`src/design/pkrs_pkg.sv`:
```
// Shared types, constants and helpers of the Philox keyed random stream.
// No dependencies; imported by every module of the block.
`default_nettype none

package pkrs_pkg;

    localparam int ROUNDS = 10;
    localparam int RND_W  = $clog2(ROUNDS);

    localparam logic [31:0] PH_M0 = 32'hD2511F53;
    localparam logic [31:0] PH_M1 = 32'hCD9E8D57;
    localparam logic [31:0] PH_W0 = 32'h9E3779B9;
    localparam logic [31:0] PH_W1 = 32'hBB67AE85;

    localparam int ADDR_W  = 6;
    localparam int DATA_W  = 64;
    localparam int IDX_W   = 3;
    localparam int IN_W    = 72;

    typedef logic [3:0][31:0] ctr_t;

    typedef enum logic [1:0] {
        OP_NEXT = 2'd0,
        OP_AT   = 2'd1,
        OP_SEEK = 2'd2
    } opcode_t;

    typedef enum logic [IDX_W-1:0] {
        REG_SEED   = 3'd0,
        REG_DOMAIN = 3'd1,
        REG_STABLE = 3'd2,
        REG_OCCUR  = 3'd3,
        REG_TAG    = 3'd4
    } reg_idx_t;

    function automatic logic [63:0] lane_word(input ctr_t blk, input logic lane);
        lane_word = lane ? {blk[3], blk[2]} : {blk[1], blk[0]};
    endfunction

endpackage

`default_nettype wire

```
`src/design/philox_keyed_random_stream.sv`:
```
// Top level of the Philox keyed random stream: register port, sequencer and caches.
// Depends on pkrs_pkg and instantiates the shared round unit pkrs_round.
`default_nettype none

// A draw that hits the cached block passes from acceptance through the result
// state to the output register. A draw that needs a new block runs the shared
// round unit once per cycle for ROUNDS rounds (ten by default), then passes
// through the result state to the output register; the first draw after a change
// of seed, domain, identifier or tag first runs ROUNDS more rounds deriving the
// stream key through the same unit. Seek and unused opcodes finish in their
// accept cycle. The input is not ready while an item is in work; a finished
// beat waits in the output register while the next item is accepted.
module philox_keyed_random_stream
    import pkrs_pkg::*;
(
    input  wire logic              clk,
    input  wire logic              rst_n,
    input  wire logic              psel,
    input  wire logic              penable,
    input  wire logic              pwrite,
    input  wire logic [ADDR_W-1:0] paddr,
    input  wire logic [DATA_W-1:0] pwdata,
    output logic      [DATA_W-1:0] prdata,
    output logic                   pready,
    input  wire logic              s_tvalid,
    output logic                   s_tready,
    // Fields from bit 0: opcode (2), index (64), zero padding (6).
    input  wire logic [IN_W-1:0]   s_tdata,
    output logic                   m_tvalid,
    input  wire logic              m_tready,
    // Fields from bit 0: word (64).
    output logic [63:0]            m_tdata,
    // Fields from bit 0: status (1).
    output logic                   m_tuser
);

    typedef enum logic [1:0] {
        ST_IDLE,
        ST_KEY,
        ST_BLK,
        ST_RESULT
    } state_t;

    state_t            state_reg;
    logic [63:0]       seed_reg;
    logic [31:0]       domain_reg;
    logic [63:0]       stable_reg;
    logic [63:0]       occur_reg;
    logic [31:0]       tag_reg;
    logic [63:0]       dkey_reg;
    logic              key_ready_reg;
    ctr_t              cache_reg;
    logic [62:0]       cache_num_reg;
    logic              cache_ready_reg;
    logic [63:0]       next_draw_reg;
    logic              ood_reg;
    ctr_t              ctr_reg;
    logic [63:0]       key_reg;
    logic [RND_W-1:0]  rnd_reg;
    logic [62:0]       blk_reg;
    logic              lane_reg;
    logic              seq_reg;
    logic [63:0]       res_word_reg;
    logic              res_status_reg;
    logic              m_tvalid_reg;
    logic [63:0]       m_tdata_reg;
    logic              m_tuser_reg;

    ctr_t              ctr_next;
    logic [63:0]       key_next;
    logic              cfg_wr;
    logic [IDX_W-1:0]  cfg_idx;
    logic              in_acc;
    logic [1:0]        in_op;
    logic [63:0]       in_idx;
    logic              last_rnd;

    pkrs_round u_round (
        .ctr      (ctr_reg),
        .key      (key_reg),
        .ctr_next (ctr_next),
        .key_next (key_next)
    );

    assign pready   = 1'b1;
    assign cfg_wr   = psel & penable & pwrite;
    assign cfg_idx  = paddr[ADDR_W-1:ADDR_W-IDX_W];
    assign s_tready = (state_reg == ST_IDLE);
    assign in_acc   = s_tvalid & s_tready;
    assign in_op    = s_tdata[1:0];
    assign in_idx   = s_tdata[65:2];
    assign last_rnd = (rnd_reg == RND_W'(ROUNDS - 1));
    assign m_tvalid = m_tvalid_reg;
    assign m_tdata  = m_tdata_reg;
    assign m_tuser  = m_tuser_reg;

    always_comb
    begin
        case (cfg_idx)
            REG_SEED:   prdata = seed_reg;
            REG_DOMAIN: prdata = {32'd0, domain_reg};
            REG_STABLE: prdata = stable_reg;
            REG_OCCUR:  prdata = occur_reg;
            REG_TAG:    prdata = {32'd0, tag_reg};
            default:    prdata = '0;
        endcase
    end

    always_ff @(posedge clk or negedge rst_n)
    begin
        if (!rst_n)
        begin
            state_reg       <= ST_IDLE;
            seed_reg        <= '0;
            domain_reg      <= '0;
            stable_reg      <= '0;
            occur_reg       <= '0;
            tag_reg         <= '0;
            dkey_reg        <= '0;
            key_ready_reg   <= 1'b0;
            cache_reg       <= '0;
            cache_num_reg   <= '0;
            cache_ready_reg <= 1'b0;
            next_draw_reg   <= '0;
            ood_reg         <= 1'b0;
            ctr_reg         <= '0;
            key_reg         <= '0;
            rnd_reg         <= '0;
            blk_reg         <= '0;
            lane_reg        <= 1'b0;
            seq_reg         <= 1'b0;
            res_word_reg    <= '0;
            res_status_reg  <= 1'b0;
            m_tvalid_reg    <= 1'b0;
            m_tdata_reg     <= '0;
            m_tuser_reg     <= 1'b0;
        end
        else
        begin
            if (m_tvalid_reg && m_tready && (state_reg != ST_RESULT))
            begin
                m_tvalid_reg <= 1'b0;
            end

            if (cfg_wr && (cfg_idx <= REG_TAG))
            begin
                next_draw_reg   <= '0;
                ood_reg         <= 1'b0;
                cache_ready_reg <= 1'b0;
                cache_num_reg   <= '0;
                case (cfg_idx)
                    REG_SEED:
                    begin
                        seed_reg      <= pwdata;
                        key_ready_reg <= 1'b0;
                    end
                    REG_DOMAIN:
                    begin
                        domain_reg    <= pwdata[31:0];
                        key_ready_reg <= 1'b0;
                    end
                    REG_STABLE:
                    begin
                        stable_reg    <= pwdata;
                        key_ready_reg <= 1'b0;
                    end
                    REG_OCCUR:
                    begin
                        occur_reg <= pwdata;
                    end
                    REG_TAG:
                    begin
                        tag_reg       <= pwdata[31:0];
                        key_ready_reg <= 1'b0;
                    end
                    default:
                    begin
                        occur_reg <= occur_reg;
                    end
                endcase
            end

            case (state_reg)
                ST_IDLE:
                begin
                    if (in_acc)
                    begin
                        rnd_reg <= '0;
                        case (in_op)
                            OP_NEXT:
                            begin
                                if (ood_reg)
                                begin
                                    res_word_reg   <= '0;
                                    res_status_reg <= 1'b1;
                                    state_reg      <= ST_RESULT;
                                end
                                else
                                begin
                                    blk_reg  <= next_draw_reg[63:1];
                                    lane_reg <= next_draw_reg[0];
                                    seq_reg  <= 1'b1;
                                    res_status_reg <= 1'b0;
                                    if (&next_draw_reg)
                                    begin
                                        ood_reg <= 1'b1;
                                    end
                                    else
                                    begin
                                        next_draw_reg <= next_draw_reg + 64'd1;
                                    end
                                    if (cache_ready_reg &&
                                        (cache_num_reg == next_draw_reg[63:1]))
                                    begin
                                        res_word_reg <= lane_word(cache_reg,
                                                                  next_draw_reg[0]);
                                        state_reg    <= ST_RESULT;
                                    end
                                    else if (key_ready_reg)
                                    begin
                                        ctr_reg   <= {1'b0, next_draw_reg[63:33],
                                                      next_draw_reg[32:1],
                                                      occur_reg[63:32], occur_reg[31:0]};
                                        key_reg   <= dkey_reg;
                                        state_reg <= ST_BLK;
                                    end
                                    else
                                    begin
                                        ctr_reg   <= {stable_reg[63:32], stable_reg[31:0],
                                                      domain_reg, tag_reg};
                                        key_reg   <= seed_reg;
                                        state_reg <= ST_KEY;
                                    end
                                end
                            end
                            OP_AT:
                            begin
                                blk_reg        <= in_idx[63:1];
                                lane_reg       <= in_idx[0];
                                seq_reg        <= 1'b0;
                                res_status_reg <= 1'b0;
                                if (key_ready_reg)
                                begin
                                    ctr_reg   <= {1'b0, in_idx[63:33], in_idx[32:1],
                                                  occur_reg[63:32], occur_reg[31:0]};
                                    key_reg   <= dkey_reg;
                                    state_reg <= ST_BLK;
                                end
                                else
                                begin
                                    ctr_reg   <= {stable_reg[63:32], stable_reg[31:0],
                                                  domain_reg, tag_reg};
                                    key_reg   <= seed_reg;
                                    state_reg <= ST_KEY;
                                end
                            end
                            OP_SEEK:
                            begin
                                next_draw_reg <= in_idx;
                                ood_reg       <= 1'b0;
                            end
                            default:
                            begin
                                state_reg <= ST_IDLE;
                            end
                        endcase
                    end
                end
                ST_KEY:
                begin
                    if (last_rnd)
                    begin
                        dkey_reg      <= {ctr_next[1], ctr_next[0]};
                        key_ready_reg <= 1'b1;
                        key_reg       <= {ctr_next[1], ctr_next[0]};
                        ctr_reg       <= {1'b0, blk_reg[62:32], blk_reg[31:0],
                                          occur_reg[63:32], occur_reg[31:0]};
                        rnd_reg       <= '0;
                        state_reg     <= ST_BLK;
                    end
                    else
                    begin
                        rnd_reg <= rnd_reg + RND_W'(1);
                        ctr_reg <= ctr_next;
                        key_reg <= key_next;
                    end
                end
                ST_BLK:
                begin
                    rnd_reg <= rnd_reg + RND_W'(1);
                    ctr_reg <= ctr_next;
                    key_reg <= key_next;
                    if (last_rnd)
                    begin
                        res_word_reg <= lane_word(ctr_next, lane_reg);
                        if (seq_reg)
                        begin
                            cache_reg       <= ctr_next;
                            cache_num_reg   <= blk_reg;
                            cache_ready_reg <= 1'b1;
                        end
                        state_reg <= ST_RESULT;
                    end
                end
                ST_RESULT:
                begin
                    if (!m_tvalid_reg || m_tready)
                    begin
                        m_tvalid_reg <= 1'b1;
                        m_tdata_reg  <= res_word_reg;
                        m_tuser_reg  <= res_status_reg;
                        state_reg    <= ST_IDLE;
                    end
                end
                default:
                begin
                    state_reg <= ST_IDLE;
                end
            endcase
        end
    end

endmodule

`default_nettype wire

```
`src/design/pkrs_round.sv`:
```
// One Philox4x32 round with its key schedule step, purely combinational.
// Depends on pkrs_pkg for the multiplier and Weyl constants.
`default_nettype none

module pkrs_round
    import pkrs_pkg::*;
(
    input  wire ctr_t        ctr,
    input  wire logic [63:0] key,
    output ctr_t             ctr_next,
    output logic [63:0]      key_next
);

    logic [63:0] p0;
    logic [63:0] p1;

    assign p0 = {32'd0, PH_M0} * {32'd0, ctr[0]};
    assign p1 = {32'd0, PH_M1} * {32'd0, ctr[2]};

    assign ctr_next[0] = p1[63:32] ^ ctr[1] ^ key[31:0];
    assign ctr_next[1] = p1[31:0];
    assign ctr_next[2] = p0[63:32] ^ ctr[3] ^ key[63:32];
    assign ctr_next[3] = p0[31:0];

    assign key_next = {key[63:32] + PH_W1, key[31:0] + PH_W0};

endmodule

`default_nettype wire

```
`config.mk`:
```
export PLATFORM = sky130hd
export DESIGN_NAME = philox_keyed_random_stream
export DESIGN_NICKNAME = d
export VERILOG_FILES = /design/src/design/pkrs_pkg.sv /design/src/design/philox_keyed_random_stream.sv /design/src/design/pkrs_round.sv
export SDC_FILE = /design/constraint.sdc
export NUM_CORES = 2
export LEC_CHECK = 0
export BUFFER_PORTS_ARGS = -buffer_cell sky130_fd_sc_hd__buf_2
export CORE_ASPECT_RATIO = 1.1
export CORE_MARGIN = 2
export CORE_UTILIZATION = 40
export CTS_BUF_LIST = sky130_fd_sc_hd__clkbuf_2 sky130_fd_sc_hd__clkbuf_4 sky130_fd_sc_hd__clkbuf_8
export DETAILED_ROUTE_END_ITERATION = 12
export GPL_TIMING_DRIVEN = 0
export PLACE_DENSITY = 0.57
export SLEW_MARGIN = 40
export SYNTH_ARGS = -nofsm -noshare
export SYNTH_HDL_FRONTEND = slang
export SYNTH_SLANG_ARGS = --single-unit
```
`constraint.sdc`:
```
create_clock -name clk -period 7.19 [get_ports clk]
set_clock_uncertainty 0.05 [all_clocks]
set_input_delay 0.719 -clock clk [delete_from_list [all_inputs] [get_ports clk]]
set_output_delay 0.719 -clock clk [all_outputs]
set_load 0.02 [all_outputs]
```
==> impl_metrics.xml <==
<?xml version="1.0" encoding="UTF-8"?>
<metrics>
  <group name="synth">
    <metric name="main_combinational_cell_family_by_area_after_synthesis" unit="">adder cells</metric>
    <metric name="yosys.area_share.xor_xnor" unit="">0.03433</metric>
    <metric name="syn_inst" unit="">8831</metric>
    <metric name="async_reset_ff_frac" unit="">1.000</metric>
    <metric name="postSynthRegisterBits" unit="">972</metric>
    <metric name="synthSimpleGateAreaFrac" unit="">0.09110</metric>
    <metric name="synthMuxAreaShare" unit="">0.07490</metric>
    <metric name="postSynthNetCount" unit="">10598</metric>
    <metric name="ys_top_cells_by_area" unit="">sky130_fd_sc_hd__dfrtp_1 (28%), sky130_fd_sc_hd__fa_1 (19%), sky130_fd_sc_hd__ha_1 (12%), sky130_fd_sc_hd__inv_1 (5.5%), sky130_fd_sc_hd__mux2_2 (5.1%)</metric>
    <metric name="synth_area" unit="sq um">85980</metric>
    <metric name="post_synth_fa_ha_maj_area_fraction" unit="">0.3057</metric>
    <metric name="synth_most_common_cell" unit="">sky130_fd_sc_hd__inv_1</metric>
    <metric name="yosysTopAreaCell" unit="">sky130_fd_sc_hd__dfrtp_1</metric>
    <metric name="syn_avg_cell_area" unit="sq um">9.736</metric>
    <metric name="yosysWarnings" unit="">0</metric>
    <metric name="synthDominantCellAreaShare" unit="">0.2829</metric>
    <metric name="synth_commonest_cells" unit="">sky130_fd_sc_hd__inv_1 (1266), sky130_fd_sc_hd__dfrtp_1 (972), sky130_fd_sc_hd__nand2_1 (892)</metric>
    <metric name="ys_flop_type" unit="">sky130_fd_sc_hd__dfrtp_1</metric>
    <metric name="synth.lib_cells_used.distinct" unit="">94</metric>
    <metric name="synth_edf_count" unit="">0</metric>
    <metric name="yosysSeqAreaShare" unit="">0.2829</metric>
    <metric name="synth-compound-area-share" unit="">0.1342</metric>
  </group>
  <group name="cts">
    <metric name="clockBufferDepth" unit="">3</metric>
    <metric name="cts.clk_slew.worst_paths" unit="ns">0.07</metric>
    <metric name="cts.sinks" unit="">972</metric>
    <metric name="insertion_delay" unit="ns">0.98</metric>
    <metric name="ctsRootBufferMaster" unit="">sky130_fd_sc_hd__clkbuf_8</metric>
    <metric name="cts_made_buffers" unit="">173</metric>
    <metric name="cts-htree-levels" unit="">4</metric>
    <metric name="cts_tree" unit="">yes</metric>
  </group>
  <group name="layout">
    <metric name="post_layout_nonfiller_instances" unit="">12799</metric>
    <metric name="synthToLayoutAreaGrowth" unit="%">24.35</metric>
    <metric name="fin_util" unit="">0.5001</metric>
    <metric name="drive_gt1_frac" unit="">0.2479</metric>
    <metric name="layout.nets" unit="">11621</metric>
  </group>
  <group name="critical_path">
    <metric name="setup.worst_path.class" unit="">flop to flop</metric>
    <metric name="critical_path.startpoint" unit="">ctr_reg[75]</metric>
    <metric name="worst_setup_path_end_kind" unit="">flop</metric>
    <metric name="worstPathArrival" unit="ns">9.21</metric>
    <metric name="worstReg2RegStart" unit="">ctr_reg[75]</metric>
    <metric name="critical_path.cell_chain" unit="">fa_2 &gt; fa_1 &gt; inv_2 &gt; fa_1 &gt; fa_1 &gt; inv_1 &gt; fa_1 &gt; fa_1 &gt; fa_2 &gt; fa_1 &gt; ha_1 &gt; buf_6 &gt; nand4_4 &gt; or3_4 &gt; or4_4 &gt; a211o_1 &gt; o221a_4 &gt; nand2_4 &gt; a31oi_4 &gt; xnor2_2 &gt; buf_6 &gt; a222oi_1 &gt; o21ai_1</metric>
    <metric name="timing.critical_path.fanout_max" unit="">8</metric>
    <metric name="crit_slowest_cell" unit="">sky130_fd_sc_hd__a222oi_1</metric>
    <metric name="required" unit="ns">7.93</metric>
    <metric name="critical_path_launch_point_type" unit="">flop</metric>
    <metric name="max_stage_delay" unit="ns">0.73</metric>
    <metric name="critical_path.most_common_cell" unit="">sky130_fd_sc_hd__fa_1</metric>
  </group>
  <group name="timing">
    <metric name="rsz_0062_raised_after_global_routing" unit="">yes</metric>
    <metric name="period_share" unit="">1.178</metric>
    <metric name="worst_pin_slew" unit="ns">1.084</metric>
    <metric name="fin_crit" unit="ns">8.469</metric>
    <metric name="timing.final.hold_violations" unit="">0</metric>
    <metric name="max_slew_margin" unit="">0.2775</metric>
    <metric name="timing.hold.ws" unit="ns">0.1081</metric>
    <metric name="setup_viol" unit="">256</metric>
    <metric name="slew_violations" unit="">0</metric>
    <metric name="setup_slack" unit="ns">-1.279</metric>
    <metric name="achievable-frequency" unit="MHz">118.1</metric>
    <metric name="setup_tns" unit="ns">-141.85</metric>
  </group>
  <group name="outcome">
    <metric name="run_status" unit="">complete, but fails checks</metric>
    <metric name="failed_checks" unit="">setup timing</metric>
  </group>
  <group name="global_route">
    <metric name="global_route.overflow_total" unit="">0</metric>
    <metric name="grt_pass1_wl" unit="um">623900</metric>
    <metric name="first_global_vias" unit="">76870</metric>
    <metric name="initial_antenna_violation_count" unit="">31</metric>
    <metric name="global_route.usage.total" unit="">0.4120</metric>
    <metric name="grt_start_max_net_pins" unit="">102</metric>
  </group>
  <group name="detailed_routing">
    <metric name="antenna_violating_nets_post_route" unit="">0</metric>
    <metric name="drt_wl_total" unit="um">456500</metric>
    <metric name="post_drt_via_cell_ratio" unit="">5.989</metric>
    <metric name="via_count" unit="">76655</metric>
    <metric name="dr.pass1.iters" unit="">10</metric>
    <metric name="detail_route.wl_per_cell" unit="um">35.67</metric>
    <metric name="initialDrtViolationCount" unit="">7924</metric>
    <metric name="drcViolationCount" unit="">0</metric>
  </group>
  <group name="floorplanning">
    <metric name="rows" unit="">178</metric>
    <metric name="initial_utilization" unit="">0.4021</metric>
    <metric name="top_level_pins" unit="">281</metric>
    <metric name="die-width" unit="um">446.0</metric>
    <metric name="core" unit="sq um">213800</metric>
    <metric name="fp.dieH" unit="um">490.3</metric>
    <metric name="die_area" unit="sq um">218700</metric>
  </group>
  <group name="min_path">
    <metric name="worstHoldStart" unit="">s_tdata[44]</metric>
    <metric name="min-delay-path-class" unit="">input pin to flop</metric>
  </group>
  <group name="placed_design">
    <metric name="port_buffers" unit="">268</metric>
    <metric name="gp_congestion" unit="">1.067</metric>
    <metric name="place.detailed.instances" unit="">12002</metric>
    <metric name="place.detailed.hpwl" unit="um">370300</metric>
  </group>
  <group name="flow_run">
    <metric name="max_cap_violations" unit="">0</metric>
  </group>
</metrics>
## cell families after synthesis
logic type | Yosys count
AND/OR/NAND/NOR | 1789
AO/OA/AOI/OAI | 1778
buffers and inverters | 1741
adder cells (fa/ha/maj) | 1618
flip-flops | 972
multiplexers | 595
XOR/XNOR | 337
other | 1
## cell usage in the layout (no fill, tap or decap), types with 37 or more instances in the layout
cell type / Yosys / final
sky130_fd_sc_hd__o21ai_1: 5 / 53
sky130_fd_sc_hd__a21oi_2: 0 / 58
sky130_fd_sc_hd__buf_6: 4 / 148
sky130_fd_sc_hd__nand3_1: 106 / 98
sky130_fd_sc_hd__buf_4: 1 / 266
sky130_fd_sc_hd__xnor2_1: 235 / 154
sky130_fd_sc_hd__xnor2_4: 0 / 44
sky130_fd_sc_hd__nand2_1: 892 / 837
sky130_fd_sc_hd__dfrtp_1: 972 / 909
sky130_fd_sc_hd__clkbuf_1: 412 / 297
sky130_fd_sc_hd__ha_1: 813 / 737
sky130_fd_sc_hd__inv_2: 1 / 41
sky130_fd_sc_hd__a211oi_1: 76 / 47
sky130_fd_sc_hd__fa_2: 0 / 60
sky130_fd_sc_hd__buf_2: 23 / 317
sky130_fd_sc_hd__a31oi_1: 73 / 54
sky130_fd_sc_hd__a222oi_1: 45 / 45
sky130_fd_sc_hd__nand4_1: 57 / 57
sky130_fd_sc_hd__a21oi_1: 415 / 334
sky130_fd_sc_hd__nor2_1: 405 / 355
sky130_fd_sc_hd__mux2i_1: 208 / 204
sky130_fd_sc_hd__xnor2_2: 0 / 37
sky130_fd_sc_hd__clkbuf_4: 0 / 51
sky130_fd_sc_hd__xor2_1: 102 / 77
sky130_fd_sc_hd__a22o_1: 76 / 76
sky130_fd_sc_hd__a21o_1: 69 / 67
sky130_fd_sc_hd__nand2_2: 1 / 39
sky130_fd_sc_hd__ha_4: 0 / 52
sky130_fd_sc_hd__clkbuf_2: 3 / 96
sky130_fd_sc_hd__o21ai_0: 527 / 401
sky130_fd_sc_hd__clkbuf_8: 0 / 214
sky130_fd_sc_hd__mux2_2: 387 / 385
sky130_fd_sc_hd__inv_1: 1266 / 1211
sky130_fd_sc_hd__nor3_1: 89 / 78
sky130_fd_sc_hd__a221o_1: 63 / 63
sky130_fd_sc_hd__o21ai_2: 0 / 49
sky130_fd_sc_hd__dlygate4sd3_1: 0 / 121
sky130_fd_sc_hd__fa_1: 805 / 745
sky130_fd_sc_hd__a22oi_1: 58 / 52
## critical path, delay by kind of cell (launching register included)
kind	cells	cell delay, ns
AO/OA/AOI/OAI	5	1.41
XOR/XNOR	1	0.18
adder cells (fa/ha/maj)	9	4.43
buffers and inverters	4	0.42
flip-flops	1	0.60
AND/OR/NAND/NOR	4	1.12
## final timing paths
kind                                endpoint  slack (ns)  cells past startpoint
min in group asynchronous  next_draw_reg[36]        0.19                      2
max                         res_word_reg[18]       -1.28                     23
max in group asynchronous       seed_reg[40]        4.83                      6
min                        next_draw_reg[42]        0.11                      2
min reg2reg                    cache_reg[73]        0.42                      2
max reg2reg                 res_word_reg[18]       -1.28                     23
## stage by stage
step	instance area (sq um)	setup WS (ns)
after floorplan	86040	-0.2626
after global placement	90870	-19.27
after detailed placement	93290	-2.338
after CTS	103300	-1.169
after global routing	106900	-1.368
final	106900	-1.279
## final cells by class
cell class                      count  area [sq um]
Antenna cell                       18         45.04
Buffer                            450          1897
Clock buffer                      265          3328
Clock inverter                     47         568.0
Fill cell                       19958        106900
Inverter                         1270          4823
Multi-Input combinational cell   6118         60900
Sequential cell                   972         24490
Tap cell                         2790          3491
Timing Repair Buffer              869          7368
## per-layer routing
metal	vias up	global-route usage	routed length (um)
li1	31961	-	-
met1	39377	0.5390	178800
met2	4229	0.6129	196300
met3	1078	0.07437	39520
met4	10	0.2966	41860
met5	-	0	67
## repair_timing
action / CTS / global route
pin swaps: 184 / 286
gates resized for setup: 746 / 544
setup endpoints to repair: 330 / 322
setup buffers: 224 / 171
hold endpoints to repair: 380 / 0
hold buffers: 121 / 0
Power is not shown: default switching activity piles up to over one toggle a cycle in this logic, so the estimate is an artifact.
